==> src/rtl/skc_pkg.sv <==
// ----------------------------------------------------------------------------
// Stereo soft-knee compressor package
// Widths, constants, configuration and item types, and the curve tables.
// ----------------------------------------------------------------------------
`timescale 1ns / 1ps
`default_nettype none

package skc_pkg;

  // Data format
  localparam int SAMPLE_BITS       = 24;
  localparam int DB_FRAC_BITS      = 8;
  localparam int CURVE_TABLE_DEPTH = 256;

  localparam int IDX_BITS      = $clog2(CURVE_TABLE_DEPTH);
  localparam int LOG_FRAC_BITS = 30 - IDX_BITS;
  localparam int EXP_FRAC_BITS = 24 - IDX_BITS;
  localparam int EXPO_BITS     = $clog2(SAMPLE_BITS);
  localparam int DB_SHIFT      = 24 - DB_FRAC_BITS;

  localparam longint unsigned PEAK_FLOOR =
    ((64'd1 << (SAMPLE_BITS - 1)) + 64'd99999) / 64'd100000;

  // Shared multiplier operand and product widths
  localparam int MUL_W  = 34;
  localparam int PROD_W = 2 * MUL_W;

  localparam logic signed [MUL_W-1:0] DB_PER_OCTAVE = 34'sd101008905;
  localparam logic signed [MUL_W-1:0] OCTAVE_PER_DB = 34'sd44586164;
  localparam logic signed [31:0]      ENV_RESET     = -32'sd1610612736;

  // Table entry widths
  localparam int LOG_W = 25;
  localparam int EXP_W = 26;

  // Configuration register indexes
  typedef enum logic [2:0] {
    CFG_ENABLE    = 3'd0,
    CFG_THRESHOLD = 3'd1,
    CFG_INV_RATIO = 3'd2,
    CFG_KNEE      = 3'd3,
    CFG_ATTACK    = 3'd4,
    CFG_RELEASE   = 3'd5,
    CFG_MAKEUP    = 3'd6
  } cfg_idx_t;

  typedef struct packed {
    logic        enable;
    logic [15:0] threshold_db;
    logic [16:0] inverse_ratio;
    logic [13:0] knee_width_db;
    logic [23:0] attack_coeff;
    logic [23:0] release_coeff;
    logic [19:0] makeup_gain;
  } cfg_t;

  localparam cfg_t CFG_RESET = '{
    enable:        1'b1,
    threshold_db:  16'hEC00,
    inverse_ratio: 17'd16384,
    knee_width_db: 14'd0,
    attack_coeff:  24'd16742330,
    release_coeff: 24'd16773721,
    makeup_gain:   20'd65536
  };

  // Frame as classified by the front end
  typedef struct packed {
    logic [SAMPLE_BITS-1:0] sl;
    logic [SAMPLE_BITS-1:0] sr;
    logic [SAMPLE_BITS-1:0] peak;
    logic                   bypass;
    logic                   last;
  } item_t;

  typedef logic [LOG_W-1:0] log_tab_t [0:CURVE_TABLE_DEPTH];
  typedef logic [EXP_W-1:0] exp_tab_t [0:CURVE_TABLE_DEPTH];

  // Bitwise log2 of x in [1,2), x in Q1.30, result Q0.24 truncated
  function automatic logic [31:0] log2_frac(input logic [63:0] xin);
    logic [63:0] x;
    logic [31:0] r;
    x = xin;
    r = '0;
    for (int b = 23; b >= 0; b--) begin
      x = (x * x) >> 30;
      if (x >= (64'd1 << 31)) begin
        x = x >> 1;
        r[b] = 1'b1;
      end
    end
    return r;
  endfunction

  function automatic log_tab_t build_log_tab();
    log_tab_t t;
    for (int i = 0; i < CURVE_TABLE_DEPTH; i++) begin
      t[i] = LOG_W'(log2_frac((64'd1 << 30) + ((64'(i) << 30) / CURVE_TABLE_DEPTH)));
    end
    t[CURVE_TABLE_DEPTH] = LOG_W'(64'd1 << 24);
    return t;
  endfunction

  // Largest Q1.24 value whose log2 does not pass each table point
  function automatic exp_tab_t build_exp_tab();
    exp_tab_t    t;
    logic [63:0] tgt;
    logic [63:0] lo;
    logic [63:0] hi;
    logic [63:0] mid;
    for (int i = 0; i < CURVE_TABLE_DEPTH; i++) begin
      tgt = (64'(i) << 24) / CURVE_TABLE_DEPTH;
      lo  = 64'd1 << 24;
      hi  = (64'd1 << 25) - 64'd1;
      for (int s = 0; s < 26; s++) begin
        if (lo < hi) begin
          mid = (lo + hi + 64'd1) >> 1;
          if (64'(log2_frac(mid << 6)) <= tgt) begin
            lo = mid;
          end else begin
            hi = mid - 64'd1;
          end
        end
      end
      t[i] = EXP_W'(lo);
    end
    t[CURVE_TABLE_DEPTH] = EXP_W'(64'd1 << 25);
    return t;
  endfunction

  localparam log_tab_t LOG_TAB = build_log_tab();
  localparam exp_tab_t EXP_TAB = build_exp_tab();

endpackage

`default_nettype wire

==> src/rtl/skc_queue.sv <==
// ----------------------------------------------------------------------------
// Compressor frame queue
// Two-entry queue between the front end and the gain engine.
// ----------------------------------------------------------------------------
`timescale 1ns / 1ps
`default_nettype none

module skc_queue import skc_pkg::*; (
  input  logic  clk,
  input  logic  rst_n,
  input  logic  push_valid,
  output logic  push_ready,
  input  item_t push_item,
  output logic  pop_valid,
  input  logic  pop,
  output item_t pop_item
);

  item_t      mem_r [0:1];
  logic       wr_ptr_r;
  logic       wr_ptr_nxt;
  logic       rd_ptr_r;
  logic       rd_ptr_nxt;
  logic [1:0] count_r;
  logic [1:0] count_nxt;
  logic       do_push;
  logic       do_pop;

  assign push_ready = (count_r != 2'd2);
  assign pop_valid  = (count_r != 2'd0);
  assign pop_item   = mem_r[rd_ptr_r];
  assign do_push    = push_valid & push_ready;
  assign do_pop     = pop & pop_valid;

  // Advance pointers and occupancy
  always_comb begin
    wr_ptr_nxt = do_push ? ~wr_ptr_r : wr_ptr_r;
    rd_ptr_nxt = do_pop ? ~rd_ptr_r : rd_ptr_r;
    count_nxt  = count_r + {1'b0, do_push} - {1'b0, do_pop};
  end

  always_ff @(posedge clk) begin
    if (!rst_n) begin
      wr_ptr_r <= 1'b0;
      rd_ptr_r <= 1'b0;
      count_r  <= 2'd0;
    end else begin
      wr_ptr_r <= wr_ptr_nxt;
      rd_ptr_r <= rd_ptr_nxt;
      count_r  <= count_nxt;
    end
  end

  // Store the frame payload
  always_ff @(posedge clk) begin
    if (do_push) begin
      mem_r[wr_ptr_r] <= push_item;
    end
  end

endmodule

`default_nettype wire

==> config.mk <==
export PLATFORM = sky130hd
export DESIGN_NAME = skc_queue
export DESIGN_NICKNAME = d
export VERILOG_FILES = /design/src/rtl/skc_pkg.sv /design/src/rtl/skc_queue.sv
export SDC_FILE = /design/constraint.sdc
export NUM_CORES = 1
export LEC_CHECK = 0
export BUFFER_PORTS_ARGS = -buffer_cell sky130_fd_sc_hd__buf_2
export CAP_MARGIN = 20
export CORE_MARGIN = 10
export CORE_UTILIZATION = 49
export CTS_CLUSTER_DIAMETER = 60
export CTS_CLUSTER_SIZE = 20
export DETAILED_ROUTE_END_ITERATION = 7
export GPL_ROUTABILITY_DRIVEN = 0
export HOLD_SLACK_MARGIN = 0.1
export PLACE_DENSITY = 0.83
export SLEW_MARGIN = 5
export SYNTH_ARGS = -nofsm -noshare
export SYNTH_HDL_FRONTEND = slang
export SYNTH_SLANG_ARGS = --single-unit
export TNS_END_PERCENT = 100
==> constraint.sdc <==
create_clock -name clk -period 5.7 [get_ports clk]
set_input_delay 0.285 -clock clk [delete_from_list [all_inputs] [get_ports clk]]
set_output_delay 0.285 -clock clk [all_outputs]
set_load 0.01 [all_outputs]
==> flow_summary.yaml <==
status:
  status: "complete, no violations"
min_path:
  worst_hold_start: "rst_n"
  min-delay-path-class: "primary input to register"
floorplan:
  core-area_sq_um: 11500
  row_count: 39
  die_area_sq_um: 16600
  design.portCount: 154
  chipHeight_um: 129
  initial_core_util_pct: 50.5
  die_width_um: 129
yosys:
  synth.distinct_cells: 18
  synth_seq_area_share_pct: 78.1
  synthCells: 254
  synth_nets: 334
  synth.cell_area_sq_um: 5820
  ys_warn_count: 0
  synth.ff_latch_count: 153
  syn_avg_cell_area_sq_um: 22.9
layout:
  areaGrowthSynthToFinish_pct: 36.8
  ant_cells: 0
  fillCellCount: 716
  design.final.nets: 574
  mostFrequentLayoutCell: "sky130_fd_sc_hd__buf_2"
  final_layout_size_suffix_gt1_share_pct: 50.0
  utilization_pct: 69.1
  layout.cells.most_common_list: "sky130_fd_sc_hd__buf_2 (153), sky130_fd_sc_hd__edfxtp_1 (148), sky130_fd_sc_hd__dlygate4sd3_1 (74)"
clocking:
  cts_max_level: 4
  cts_tree: "yes"
  clock_sinks: 153
  tritoncts.num_buffers: 17
  maximum_count_of_clock_buffers_along_a_single_path: 2
  cts_post_setup_buffers_inserted: 0
  clk_pin_slew_worst_paths_ns: 0.06
  clkLatencyLatePin_ns: 0.42
  root_buffer: "sky130_fd_sc_hd__clkbuf_16"
routing:
  viasPerCell: 4.81
  drt_wl_total_um: 12000
  route.detailed.wl_per_inst_um: 18.5
  drt_drc_violations_left: 0
  vias: 3119
  dr.first_iter.drc_count: 200
  met1Wirelength_um: 4650
  number_of_nets_still_failing_antenna_checks_after_routing: 0
  met3WireLength_um: 975
  first_pass_iters: 4
  route.top_layer_used: "met4"
  route.met2.wl_um: 6220
grt:
  vias_in_the_first_global_route: 3448
  grt_overflow_total: 0
  grt_max_degree: 75
  global_route_wire_length_before_repair_um: 18200
  grt_usage_pct: 14.5
  grt_antenna_before_repair: 0
timing:
  setup_viol_count_final: 0
  final_min_period_over_clock_period_pct: 47.6
  timing.max_slew.rel_slack_pct: 33.2
  timing.fmax_ghz: 0.368
  timing_worst_slew_pin_value_ns: 1.00
  skew_ns: 0.0174
  finalCriticalPeriod_ns: 2.71
  final-max-slew-violation-count: 0
  hold_viol: 0
  fin_tns_setup_ns: 0
  rsz0062_at_grt: "false"
setup_path:
  r2r-start: "count_r[0]$_SDFF_PN0_"
  setup.worst_path.class: "register to output pin"
  setup.reg_to_reg.worst_slack_ns: 3.20
  cp.required_ns: 5.41
  cp-start-kind: "register"
  largest_fanout_on_the_critical_path: 41
  endpoint_type_of_the_worst_setup_path: "output pin"
  timing.critical_path.arrival_ns: 2.43
placed_design:
  port_buffers: 153
  dp_hpwl_um: 7470
flow_run:
  drv.max_cap_violation_count: 0
power:
  vdd_ir_drop_max_mv: 0.332
  p_leak_nw: 3.14
  pwr_density_cell_nw_per_um2: 413
==> state kept, by name (all words and copies together), names as in the netlist, named ones only <==
| signal | count |
|---|---|
| count_r | 2 |
| mem_r | 148 |
| wr_ptr_r | 1 |
| rd_ptr_r | 1 |
==> critical path, cell delays in order (launching register included) <==
cell and delay [ns]:
sky130_fd_sc_hd__dfxtp_4 0.74, sky130_fd_sc_hd__buf_4 0.70, sky130_fd_sc_hd__mux2_2 0.42, sky130_fd_sc_hd__buf_2 0.15
==> where the power goes <==
group | switching, mW | internal (mW)
Sequential | 0.0820 | 1.42
Combinational | 0.382 | 0.436
Clock | 0.382 | 0.592
Total | 0.845 | 2.45
==> per-layer routing <==
metal  GRT usage, %  vias to the layer above
met5              0                        -
met1           15.7                     1501
met3           6.28                       12
met2           24.2                      125
met4           6.22                        0
li1               -                     1481
==> kinds of logic after synthesis <==
group / after synthesis / synth area share [%]
flops: 153 / 78.1
fa+ha+maj: 2 / 0.430
compound gates: 1 / 0.129
xor+xnor: 3 / 0.452
buf+inv: 9 / 1.50
simple gates: 11 / 1.05
mux: 75 / 18.4
==> area by class of cell <==
type	instances	area, sq um	area share, %
sequential	153	4550	57.1
timing repair buffer	229	1520	19.1
multi-input combinational	92	1200	15.1
clock buffer	26	459	5.77
tap	143	179	2.25
clock inverter	5	47.5	0.597
inverter	1	3.75	0.0472
==> worst paths after layout <==
check,end,cells after the start
max,pop_item[0],3
min,count_r[1]$_SDFF_PN0_,2
max reg2reg,mem_r[0][40]$_DFFE_PP_,4
min reg2reg,wr_ptr_r$_SDFFE_PN0N_,2
==> cell usage after synthesis <==
library cell	count	area share (%)
sky130_fd_sc_hd__edfxtp_1	148	76
sky130_fd_sc_hd__mux2_4	60	15
sky130_fd_sc_hd__mux2_2	14	2.7
sky130_fd_sc_hd__buf_6	7	1.4
sky130_fd_sc_hd__dfxtp_1	5	1.7
sky130_fd_sc_hd__xnor2_1	3	0.45
sky130_fd_sc_hd__and2_1	2	0.21
sky130_fd_sc_hd__ha_1	2	0.43
sky130_fd_sc_hd__nand2_1	2	0.13
sky130_fd_sc_hd__nand2b_1	2	0.21
sky130_fd_sc_hd__nor2b_1	2	0.21
sky130_fd_sc_hd__and3_1	1	0.11
sky130_fd_sc_hd__buf_2	1	0.086
sky130_fd_sc_hd__inv_1	1	0.064
sky130_fd_sc_hd__mux2i_1	1	0.17
sky130_fd_sc_hd__nor2_1	1	0.064
sky130_fd_sc_hd__o21a_1	1	0.13
sky130_fd_sc_hd__or2_2	1	0.11
==> what timing repair did <==
action,4_1_cts,5_1_grt
hold endpoints to repair,148,0
hold buffers,74,0
resized for setup,0,0
==> per-stage QoR <==
step	cell area [sq um]	std cells	hold WS, ns	setup slack, ns	total power [mW]
finish	7960	649	0.158	2.99	3.29
global route	7960	649	0.165	2.87	3.44
CTS	7960	649	0.127	2.94	3.31
detailed placement	6710	544	0.477	3.25	2.30
global placement	6710	544	0.473	3.34	2.28
floorplan	5820	254	0.384	1.45	2.05
(Power assumes the default switching activity.)
