### src/rtl/skc_pkg.sv
// ----------------------------------------------------------------------------
// Stereo soft-knee compressor package
// Widths, constants, configuration and item types, and the curve tables.
// ----------------------------------------------------------------------------
`timescale 1ns / 1ps
`default_nettype none

package skc_pkg;

  // Data format
  localparam int SAMPLE_BITS       = 24;
  localparam int DB_FRAC_BITS      = 8;
  localparam int CURVE_TABLE_DEPTH = 256;

  localparam int IDX_BITS      = $clog2(CURVE_TABLE_DEPTH);
  localparam int LOG_FRAC_BITS = 30 - IDX_BITS;
  localparam int EXP_FRAC_BITS = 24 - IDX_BITS;
  localparam int EXPO_BITS     = $clog2(SAMPLE_BITS);
  localparam int DB_SHIFT      = 24 - DB_FRAC_BITS;

  localparam longint unsigned PEAK_FLOOR =
    ((64'd1 << (SAMPLE_BITS - 1)) + 64'd99999) / 64'd100000;

  // Shared multiplier operand and product widths
  localparam int MUL_W  = 34;
  localparam int PROD_W = 2 * MUL_W;

  localparam logic signed [MUL_W-1:0] DB_PER_OCTAVE = 34'sd101008905;
  localparam logic signed [MUL_W-1:0] OCTAVE_PER_DB = 34'sd44586164;
  localparam logic signed [31:0]      ENV_RESET     = -32'sd1610612736;

  // Table entry widths
  localparam int LOG_W = 25;
  localparam int EXP_W = 26;

  // Configuration register indexes
  typedef enum logic [2:0] {
    CFG_ENABLE    = 3'd0,
    CFG_THRESHOLD = 3'd1,
    CFG_INV_RATIO = 3'd2,
    CFG_KNEE      = 3'd3,
    CFG_ATTACK    = 3'd4,
    CFG_RELEASE   = 3'd5,
    CFG_MAKEUP    = 3'd6
  } cfg_idx_t;

  typedef struct packed {
    logic        enable;
    logic [15:0] threshold_db;
    logic [16:0] inverse_ratio;
    logic [13:0] knee_width_db;
    logic [23:0] attack_coeff;
    logic [23:0] release_coeff;
    logic [19:0] makeup_gain;
  } cfg_t;

  localparam cfg_t CFG_RESET = '{
    enable:        1'b1,
    threshold_db:  16'hEC00,
    inverse_ratio: 17'd16384,
    knee_width_db: 14'd0,
    attack_coeff:  24'd16742330,
    release_coeff: 24'd16773721,
    makeup_gain:   20'd65536
  };

  // Frame as classified by the front end
  typedef struct packed {
    logic [SAMPLE_BITS-1:0] sl;
    logic [SAMPLE_BITS-1:0] sr;
    logic [SAMPLE_BITS-1:0] peak;
    logic                   bypass;
    logic                   last;
  } item_t;

  typedef logic [LOG_W-1:0] log_tab_t [0:CURVE_TABLE_DEPTH];
  typedef logic [EXP_W-1:0] exp_tab_t [0:CURVE_TABLE_DEPTH];

  // Bitwise log2 of x in [1,2), x in Q1.30, result Q0.24 truncated
  function automatic logic [31:0] log2_frac(input logic [63:0] xin);
    logic [63:0] x;
    logic [31:0] r;
    x = xin;
    r = '0;
    for (int b = 23; b >= 0; b--) begin
      x = (x * x) >> 30;
      if (x >= (64'd1 << 31)) begin
        x = x >> 1;
        r[b] = 1'b1;
      end
    end
    return r;
  endfunction

  function automatic log_tab_t build_log_tab();
    log_tab_t t;
    for (int i = 0; i < CURVE_TABLE_DEPTH; i++) begin
      t[i] = LOG_W'(log2_frac((64'd1 << 30) + ((64'(i) << 30) / CURVE_TABLE_DEPTH)));
    end
    t[CURVE_TABLE_DEPTH] = LOG_W'(64'd1 << 24);
    return t;
  endfunction

  // Largest Q1.24 value whose log2 does not pass each table point
  function automatic exp_tab_t build_exp_tab();
    exp_tab_t    t;
    logic [63:0] tgt;
    logic [63:0] lo;
    logic [63:0] hi;
    logic [63:0] mid;
    for (int i = 0; i < CURVE_TABLE_DEPTH; i++) begin
      tgt = (64'(i) << 24) / CURVE_TABLE_DEPTH;
      lo  = 64'd1 << 24;
      hi  = (64'd1 << 25) - 64'd1;
      for (int s = 0; s < 26; s++) begin
        if (lo < hi) begin
          mid = (lo + hi + 64'd1) >> 1;
          if (64'(log2_frac(mid << 6)) <= tgt) begin
            lo = mid;
          end else begin
            hi = mid - 64'd1;
          end
        end
      end
      t[i] = EXP_W'(lo);
    end
    t[CURVE_TABLE_DEPTH] = EXP_W'(64'd1 << 25);
    return t;
  endfunction

  localparam log_tab_t LOG_TAB = build_log_tab();
  localparam exp_tab_t EXP_TAB = build_exp_tab();

endpackage

`default_nettype wire

### src/rtl/skc_front.sv
// ----------------------------------------------------------------------------
// Compressor front end
// Accepts stereo frames, forms the peak magnitude and tags bypass frames.
// ----------------------------------------------------------------------------
`timescale 1ns / 1ps
`default_nettype none

module skc_front import skc_pkg::*; (
  input  logic                   clk,
  input  logic                   rst_n,
  input  logic                   in_valid,
  output logic                   in_ready,
  input  logic [SAMPLE_BITS-1:0] in_sample_left,
  input  logic [SAMPLE_BITS-1:0] in_sample_right,
  input  logic                   in_last_frame,
  input  logic                   enable,
  output logic                   push_valid,
  input  logic                   push_ready,
  output item_t                  push_item
);

  logic [SAMPLE_BITS-1:0] abs_l;
  logic [SAMPLE_BITS-1:0] abs_r;
  logic                   seen_r;
  logic                   seen_nxt;

  // Magnitudes; negating full-scale negative gives the right unsigned value
  always_comb begin
    abs_l = in_sample_left[SAMPLE_BITS-1] ? SAMPLE_BITS'(0 - in_sample_left) : in_sample_left;
    abs_r = in_sample_right[SAMPLE_BITS-1] ? SAMPLE_BITS'(0 - in_sample_right)
                                           : in_sample_right;
  end

  // Classify the frame and forward it to the queue
  always_comb begin
    push_item.sl     = in_sample_left;
    push_item.sr     = in_sample_right;
    push_item.peak   = (abs_l > abs_r) ? abs_l : abs_r;
    push_item.bypass = ~enable;
    push_item.last   = in_last_frame;
    push_valid       = in_valid & seen_r;
    in_ready         = push_ready & seen_r;
  end

  // Hold off the first transaction until the cycle after reset
  assign seen_nxt = 1'b1;

  always_ff @(posedge clk) begin
    if (!rst_n) begin
      seen_r <= 1'b0;
    end else begin
      seen_r <= seen_nxt;
    end
  end

endmodule

`default_nettype wire

### config.mk
export PLATFORM = sky130hd
export DESIGN_NAME = skc_front
export DESIGN_NICKNAME = d
export VERILOG_FILES = /design/src/rtl/skc_pkg.sv /design/src/rtl/skc_front.sv
export SDC_FILE = /design/constraint.sdc
export NUM_CORES = 1
export LEC_CHECK = 0
export BUFFER_PORTS_ARGS = -buffer_cell sky130_fd_sc_hd__buf_2
export CORE_MARGIN = 5
export CORE_UTILIZATION = 43
export CTS_BUF_LIST = sky130_fd_sc_hd__clkbuf_4 sky130_fd_sc_hd__clkbuf_8
export DETAILED_ROUTE_END_ITERATION = 6
export PLACE_DENSITY = 0.89
export SLEW_MARGIN = 40
export SYNTH_ARGS = -nofsm -noshare
export SYNTH_HDL_FRONTEND = slang
export SYNTH_SLANG_ARGS = --single-unit
export TNS_END_PERCENT = 20
### constraint.sdc
create_clock -name clk -period 5.9 [get_ports clk]
set_clock_uncertainty 0.05 [all_clocks]
set_input_delay 0.295 -clock clk [delete_from_list [all_inputs] [get_ports clk]]
set_output_delay 0.295 -clock clk [all_outputs]
set_load 0.1 [all_outputs]
==> results of run 1 <==
where the power goes:
part           switching (mW)  internal [mW]
Combinational           0.553          0.133
Clock                       0              0
Sequential           0.000113        0.00727
Total                   0.553          0.140
Yosys cell counts (2+ instances only):
| library cell | n | share of area [%] |
|---|---|---|
| a21boi_0 | 2 | 0.69 |
| a21o_1 | 3 | 1.0 |
| a21oi_1 | 9 | 2.1 |
| and2_1 | 2 | 0.58 |
| buf_1 | 2 | 0.35 |
| buf_4 | 49 | 17 |
| clkbuf_1 | 5 | 0.87 |
| ha_1 | 26 | 15 |
| inv_1 | 30 | 5.2 |
| mux2i_1 | 24 | 11 |
| nand2_1 | 18 | 3.1 |
| nand2b_1 | 3 | 0.87 |
| nand3_1 | 4 | 0.92 |
| nand4_1 | 7 | 2.0 |
| nor2_1 | 4 | 0.69 |
| nor3_1 | 4 | 0.92 |
| nor4_1 | 6 | 1.7 |
| o21ai_0 | 15 | 3.5 |
| o31ai_1 | 13 | 4.5 |
| o41ai_1 | 4 | 1.6 |
| or2_2 | 3 | 0.87 |
| or3_1 | 6 | 1.7 |
| or4_1 | 3 | 1.0 |
| or4_4 | 3 | 1.6 |
| xnor2_1 | 4 | 1.6 |
| xor2_1 | 38 | 15 |
placed cells by master (no fill, tap or decap), types with 5 or more instances in the layout:
cell and count:
inv_1 30, xor2_1 38, buf_2 127, a21oi_1 9
o31ai_1 13, nand4_1 7, nor4_1 5, or3_1 6
mux2i_1 24, ha_1 26, nand2_1 18, o21ai_0 15
path summary, 6_finish.rpt:
path | start | endpoint | slack [ns]
worst max-delay path | in_sample_left[10] | push_item[16] | 0.91
worst min-delay path | rst_n | seen_r | 0.35
metal layers:
layer	vias to the layer above	part of all wire, %	GRT usage (%)	routed length (µm)
li1	1139	-	-	-
met1	1027	41	21.18	2465
met2	97	49	31.86	2944
met3	7	8.1	1.220	486
met4	0	1.2	2.027	74
met5	-	0	0	0
logic make-up (layout without fill, tap and decap cells):
| kind of cell | after synthesis | count (layout) | synth area share [%] |
|---|---|---|---|
| xor gates and xnor gates | 42 | 42 | 16.97 |
| muxes | 25 | 25 | 11.61 |
| DFF | 1 | 1 | 0.9238 |
| adders and majority gates | 26 | 26 | 15.01 |
| buffers and inverters | 86 | 159 | 23.38 |
| AOI/OAI and AO/OA | 50 | 50 | 14.95 |
| and+or+nand+nor | 66 | 66 | 17.15 |
metrics by stage:
step                      total power [mW]  worst slack [ns]  cell area (µm²)  utilization [%]  std cells
after CTS                           0.6935            0.9138             2507            52.05        436
after floorplan                     0.5979          -0.04307             2167                -        296
after detailed placement            0.6917            0.9255             2507            52.05        436
after global placement              0.6837             1.052             2507            52.05        436
after global routing                0.7245            0.6702             2514            52.18        436
final                               0.6926            0.9124             2514            52.18        436
area by class of cell:
class                           instances  area, µm²
Inverter                               30      112.6
Timing Repair Buffer                  129      650.6
Multi-Input combinational cell        209       1647
Fill cell                             498       2303
Tap cell                               67      83.83
Sequential cell                         1      20.02
critical path, delay by kind of cell:
kind	cells	cell delay (ns)
simple gates	6	2.09
fa+ha+maj	1	0.33
xor+xnor	1	0.28
compound gates	3	0.58
buf+inv	4	0.87
mux	1	0.21
==> run metrics, run 1 <==
status finished clean; core area between 4000 and 5000 µm²; Overflow after GRT 0; CP max stage delay between 0.5 and 0.6 ns; syn nets ~380; synthesized area per cell ~7.3 µm²; Final GP Congestion roughly 0.9; fin nets ~450; routed wire length around 6000 µm; Fmax between 0.2 and 0.25 GHz; largest net degree at the start of global routing 25; Leak 1.421 nW; CTS Hold Bufs 0; RSZ-0062 raised after global routing no; Via Count about 2,300; CP max-delay cell or4_4; PwrDens ~280 nW/µm²; Area Overhead vs Synth 15.99%; Max Cap Viol 0; Largest regs seen_r x1; Synth async-reset ratio 0%; fin. max-slew vios 0; IO Port Bufs ~130; Initial DRC Count 49; final hold vios 0; Initial Util 44.99%; Max IR drop VDD ~320 µV; Distinct cells, synth 35; Post-CTS Setup Bufs 0; Final ANT Viol Nets 0; Synth Register Bits 1; sequential element share of the synthesized area less than 1%; # diodes 0; Final Cycle Share 84.54%; CTS clk-pin slew, worst paths 0 ns; Largest Register seen_r; hpwl dp about 5400 µm; fraction of layout cells with a size suffix above 1 a little under two fifths; Slew HR 63.59%; Global Route Usage Sum 16.84%; max FFs per register 1; crit path kind primary input to output port; Post-synth EDFFs 0; Residual DRC 0; synthesized area between 2000 and 2500 µm²; Synth Flop Type dfxtp_1; I/O Pins 130; Hold Slack roughly 0.35 ns; Site Rows 25; final setup vio count 0; hold depth 1; Chip Height ~81 µm; Post-Syn Instances about 300; CP required between 5 and 6 ns; setup TNS 0 ns; full die area roughly 6600 µm²; HP Class primary input to flip-flop; Crit path arrival time 4.64 ns; antenna violations before repair 0; Crit. End Element output port; PostCTS Resize Cnt 0; drt wl/cell 13.69 µm; Tmin final ~5 ns; startpoint types primary input; vias in the first global route ~2,100; Die W ~81 µm; routed vias/inst between 5 and 6; DRT Pass-1 Iters 4; Synth warnings 0; first-pass GRT wire length about 9300 µm; crit-path cells buf_2 > or4_4 > or3_4 > or4_4 > o31ai_1 > xor2_1 > inv_1 > ha_1 > nand4_1 > or2_2 > nor3_1 > o31ai_1 > a22o_1 > buf_4 > mux2i_1 > buf_2; Worst-Margin Slew about 0.54 ns; crit path max fanout 12
Note: power is estimated with default switching activity, not from simulation.
==> run 2: changes to the inputs <==
--- a/config.mk
+++ b/config.mk
@@ -7,10 +7,10 @@
 export LEC_CHECK = 0
 export BUFFER_PORTS_ARGS = -buffer_cell sky130_fd_sc_hd__buf_2
 export CORE_MARGIN = 5
-export CORE_UTILIZATION = 43
+export CORE_UTILIZATION = 41
 export CTS_BUF_LIST = sky130_fd_sc_hd__clkbuf_4 sky130_fd_sc_hd__clkbuf_8
 export DETAILED_ROUTE_END_ITERATION = 6
-export PLACE_DENSITY = 0.89
+export PLACE_DENSITY = 0.88
 export SLEW_MARGIN = 40
 export SYNTH_ARGS = -nofsm -noshare
 export SYNTH_HDL_FRONTEND = slang
==> constraint.sdc (replaced) <==
create_clock -name clk -period 4.5 [get_ports clk]
set_clock_uncertainty 0.05 [all_clocks]
set_input_delay 0.225 -clock clk [delete_from_list [all_inputs] [get_ports clk]]
set_output_delay 0.225 -clock clk [all_outputs]
set_load 0.1 [all_outputs]
==> run 2 against run 1 <==
The flow now finishes with violations (setup timing). Power rose by 85%. Die area rose by 4.3%. First-iteration DRC count rose to 2.8 times the previous value. Global-route usage rose by 2.9 points. Setup slack got worse by 0.93 ns. Final cell count rose by 5.0%. Sequential share of layout area fell by 0.22 points.
==> run metrics, run 2 (same netlist as run 1, synthesis figures left out) <==
status complete, but fails checks; failing checks setup timing; hpwl dp 6208 µm (+15%); Initial DRC Count 136 (+180%); CP required 4.22 ns (-1.34 ns); Placed Cells incl. Taps 454 (+4.1%); largest net degree at the start of global routing 22 (-12%); most common cell after layout, fill and taps aside buf_2; Site Rows 26 (+4.0%); switching pwr 0.8259 mW (+49%); Leak 1.663 nW (+17%); Max Cap Viol 0 (unchanged); post-layout instance area 3502 µm² (+39%); hold depth 1 (unchanged); total power 1.279 mW (+85%); CP max-delay cell or4_4; final hold vios 0 (unchanged); Via Count 2,464 (+8.5%); fraction of layout cells with a size suffix above 1 51.29% (+14 points); full die area 6839 µm² (+4.3%); antenna violations before repair 0 (unchanged); Residual DRC 0 (unchanged); max FFs per register 1 (unchanged); Finished Core Util 68.57% (+16 points); vias in the first global route 2,374 (+12%); Overflow after GRT 0 (unchanged); RSZ-0062 raised after global routing yes; PwrDens 365.2 nW/µm² (+33%); routed wire length 7292 µm (+22%); Int Pwr 0.4530 mW (+220%); final setup margin -0.01991 ns (-0.9323 ns); most frequent cells in the layout 101 x buf_2, 35 x xor2_1, 27 x inv_1, 26 x buf_12; switch share 64.58% (-15 points); CTS clk-pin slew, worst paths 0 ns (unchanged); Initial Util 42.43% (-2.6 points); routed vias/inst 5.380 (+3.3%); CP max stage delay 0.61 ns (+0.07 ns); Clock Power Share 0% (unchanged); Final GP Congestion 0.8668 (-1.3%); # diodes 0 (unchanged); Final Cycle Share 100.4%; Crit. End Element output port; Global Route Usage Sum 19.79% (+2.9 points); Final ANT Viol Nets 0 (unchanged); Combinational Power Share 99.2% (+0.3 points); Largest Register seen_r; Worst-Margin Slew 0.5110 ns (-0.03061 ns); crit path kind primary input to output port; Slew HR 65.64% (+2.1 points); startpoint types primary input; placed cell areas 3385 µm² (+35%); crit-path cells buf_6 > or4_4 > or3_4 > or4_4 > o31ai_4 > xor2_2 > inv_2 > ha_4 > nand4_1 > or2_4 > nor3_4 > o31ai_1 > a22o_2 > buf_12 > mux2_2 > buf_12; Largest regs seen_r x1; crit path max fanout 7 (-5); Hold Path Origin rst_n; Max IR drop VDD 250.1 µV (-22%); final setup vio count 1 (+1); Die W 82.70 µm (+2.1%); I/O Pins 130 (unchanged); fillers 373 (-25%); Tmin final 4.520 ns; Hold Path End seen_r; Fmax between 0.2 and 0.25 GHz; Chip Height 82.70 µm (+2.1%); Crit path arrival time 4.24 ns (-0.40 ns); sequential share of power 0.8% (-0.3 points); fin. max-slew vios 0 (unchanged); IO Port Bufs 127 (unchanged); DRT Pass-1 Iters 4 (unchanged); drt wl/cell 15.92 µm (+16%); HP Class primary input to flip-flop; Area Overhead vs Synth 61.61%; final non-filler cell total 458 (+5.0%); CTS Hold Bufs 0 (unchanged); fin nets 470 (+4.2%); core area 5107 µm² (+6.0%); Hold Slack 0.2785 ns (-0.07032 ns); first-pass GRT wire length 10,900 µm (+17%)
-- run 2: worst max path at each step --
| stage | cells past startpoint | endpoint | start |
|---|---|---|---|
| after detailed placement | 16 | push_item[24] | in_sample_left[10] |
| after global routing | 16 | push_item[4] | in_sample_left[10] |
| final | 16 | push_item[4] | in_sample_left[10] |
| after global placement | 15 | push_item[25] | in_sample_left[10] |
| after floorplan | 14 | push_item[10] | in_sample_left[10] |
| after CTS | 16 | push_item[4] | in_sample_left[10] |
-- run 2: power by group through the flow --
stage / Clock, mW / Combinational [mW] / Sequential [mW]
final: 0 / 1.27 / 0.00970
after global routing: 0 / 1.31 / 0.00985
after CTS: 0 / 1.25 / 0.00971
after detailed placement: 0 / 1.24 / 0.00970
after global placement: 0 / 1.22 / 0.00972
after floorplan: 0 / 0.924 / 0.00964
-- run 2: final cells by class --
cell class	count	area, µm²	area share (%)
flip-flops and latches	1	20.02	0.5716
multi-input cells	209	2073	59.20
inverters	30	112.6	3.215
well taps	70	87.58	2.501
repair buffers	148	1209	34.51
-- run 2: metrics by stage --
| stage | setup slack (ns) | TNS [ns] |
|---|---|---|
| 3_3_place_gp | 0.04471 | 0 |
| 3_5_place_dp | -0.03397 | -0.3924 |
| 6_report | -0.01991 | -0.01991 |
| 5_1_grt | -0.1069 | -0.8798 |
| 2_1_floorplan | -0.02042 | -0.4084 |
| 4_1_cts | 0.01331 | 0 |
-- run 2: repair_timing --
| action | in CTS | in global routing |
|---|---|---|
| buffers inserted | 0 | 3 |
| pin swaps | 2 | 6 |
| gates resized for setup | 2 | 11 |
| setup endpoints to repair | 15 | 24 |
| gates cloned | 0 | 1 |
-- run 2: routing by layer --
metal	up-vias	track usage, %	part of all wire (%)
li1	1180	-	-
met1	1139	24.48	37
met2	128	37.50	53
met3	17	1.085	8.1
met4	0	3.922	2.2
met5	-	0	0
-- run 2: critical path, delay by kind of cell --
| kind | cells | cell delay [ns] |
|---|---|---|
| AND/OR/NAND/NOR | 6 | 2.04 |
| adder cells (fa/ha/maj) | 1 | 0.27 |
| multiplexers | 1 | 0.31 |
| XOR/XNOR | 1 | 0.19 |
| AO/OA/AOI/OAI | 3 | 0.70 |
| buffers and inverters | 4 | 0.51 |
==> run 3: changes to the inputs <==
--- a/config.mk
+++ b/config.mk
@@ -7,10 +7,12 @@
 export LEC_CHECK = 0
 export BUFFER_PORTS_ARGS = -buffer_cell sky130_fd_sc_hd__buf_2
 export CORE_MARGIN = 5
-export CORE_UTILIZATION = 41
+export CORE_UTILIZATION = 35
 export CTS_BUF_LIST = sky130_fd_sc_hd__clkbuf_4 sky130_fd_sc_hd__clkbuf_8
 export DETAILED_ROUTE_END_ITERATION = 6
-export PLACE_DENSITY = 0.88
+export PLACE_DENSITY = 0.79
+export SKIP_CTS_REPAIR_TIMING = 1
+export SKIP_LAST_GASP = 1
 export SLEW_MARGIN = 40
 export SYNTH_ARGS = -nofsm -noshare
 export SYNTH_HDL_FRONTEND = slang
==> run 3 against run 2 <==
The flow still finishes with violations (setup timing). Global-route usage fell by 2.9 points. Via count fell by 2.6%. Core utilization decreased by 8.6 points. Critical path depth fell by 1. Power increased by 0.34%. Wire length shrank 2.6%. Die area rose by 15%. Combinational power about the same. Final cell count up 2.6%. First-iteration DRC count is 26% lower. Largest cell class unchanged. Largest power group unchanged.
==> run metrics, run 3 (same netlist as run 1, synthesis figures left out) <==
Leak 1.701 nW (+2.3%); most common cell after layout, fill and taps aside buf_2; Initial Util 36.39% (-6.0 points); Placed Cells incl. Taps 463 (+2.0%); switch share 64.17% (-0.41 points); Tmin final 4.531 ns (+0.01151 ns); setup TNS -0.2643 ns (-0.2444 ns); Finished Core Util 60.00% (-8.6 points); CP max stage delay 0.63 ns (+0.02 ns); CP max-delay cell or4_4; Worst-Margin Slew 0.6023 ns (+0.09135 ns); routed vias/inst 5.106 (-5.1%); # diodes 0 (unchanged); hpwl dp 6122 µm (-1.4%); total power 1.283 mW (+0.34%); largest net degree at the start of global routing 22 (unchanged); Top Family by Delay on Critical Path simple AND/OR/NAND/NOR gates; PwrDens 359.1 nW/µm² (-1.7%); GR peak layer met2; Via Count 2,400 (-2.6%); Global Route Usage Sum 16.91% (-2.9 points); first-pass GRT wire length 10,920 µm (+0.18%); final setup vio count 13 (+12); Crit. End Element output port; I/O Pins 130 (unchanged); fin nets 477 (+1.5%); vias in the first global route 2,380 (+0.25%); DRT Pass-1 Iters 4 (unchanged); met1 Usage GRT 21.54% (-2.9 points); crit path kind primary input to output port; Final GP Congestion 0.8671 (about the same); CP bufs+invs 4 (unchanged); Slew HR 59.47% (-6.2 points); routed wire length 7106 µm (-2.6%); Final Cycle Share 100.7% (+0.26 points); Clock Power Share 0% (unchanged); Site Rows 28 (+7.7%); Crit path arrival time 4.26 ns (+0.02 ns); core area 5956 µm² (+17%); Overflow after GRT 0 (unchanged); crit path max fanout 8 (+1); CP required 4.22 ns (about the same); hold depth 1 (unchanged); Largest regs seen_r x1; startpoint types primary input; fin. max-slew vios 0 (unchanged); Final ANT Viol Nets 0 (unchanged); Combinational Power Share 99.2% (about the same); met2 Use GR 33.00% (-4.5 points); Largest Register seen_r; Int Pwr 0.4598 mW (+1.5%); met3 usage in global routing 0.8380% (-0.25 points); antenna violations before repair 0 (unchanged); failing checks setup timing; CP dominant cell by count or4_4; placed cell areas 3421 µm² (+1.1%); fillers 521 (+40%); RSZ-0062 raised after global routing yes; Levels on crit path 15 (-1); post-layout instance area 3573 µm² (+2.0%); Die W 88.69 µm (+7.2%); Chip Height 88.69 µm (+7.2%); crit-path cells buf_6 > or4_4 > or3_4 > or4_4 > or4_4 > inv_4 > ha_4 > nand4_1 > or2_4 > nor3_4 > nor4_2 > a22o_2 > buf_12 > mux2i_4 > buf_12; status complete, but fails checks; Max IR drop VDD 273.3 µV (+9.3%); final hold vios 0 (unchanged); final non-filler cell total 470 (+2.6%); max FFs per register 1 (unchanged); most frequent cells in the layout 101 x buf_2, 35 x xor2_1, 28 x inv_1, 26 x buf_12; IO Port Bufs 127 (unchanged); switching pwr 0.8235 mW (-0.29%); Max Cap Viol 0 (unchanged); Residual DRC 0 (unchanged); fraction of layout cells with a size suffix above 1 51.39% (+0.10 points); final setup margin -0.03143 ns (-0.01151 ns); sequential share of power 0.8% (about the same); HP Class primary input to flip-flop; full die area 7865 µm² (+15%); CTS clk-pin slew, worst paths 0 ns (unchanged); Fmax 0.2207 GHz (-0.25%); Area Overhead vs Synth 64.90%; drt wl/cell 15.12 µm (-5.0%); Initial DRC Count 101 (-26%)
run 3: worst paths after layout:
path	start	endpoint	slack (ns)
min	rst_n	seen_r	0.28
max	in_sample_left[7]	push_item[13]	-0.03
run 3: routing by layer:
layer | part of all wire (%) | wire, µm
met5 | 0 | 0
met4 | 0 | 0
met2 | 53 | 3754
met1 | 41 | 2881
met3 | 6.6 | 470
run 3: area by class of cell:
type,instances,area (µm²),share of cell area (%)
multi-input cells,209,2076,58.09
repair buffers,155,1269,35.50
inverters,30,115.1,3.221
well taps,75,93.84,2.626
flip-flops and latches,1,20.02,0.5602
run 3: power groups by stage:
stage,registers (mW),logic [mW],clock network (mW)
after floorplan,0.00964,0.924,0
after global placement,0.00968,1.24,0
after detailed placement,0.00970,1.25,0
after CTS,0.00971,1.25,0
after global routing,0.00986,1.33,0
final,0.00971,1.27,0
run 3: through the flow:
step                worst slack, ns  hold WS [ns]
global placement            0.02420        0.2794
detailed placement         -0.02694        0.2799
finish                     -0.03143        0.2791
global route                -0.1985        0.2807
floorplan                  -0.02042        0.2027
CTS                        -0.03611        0.2799
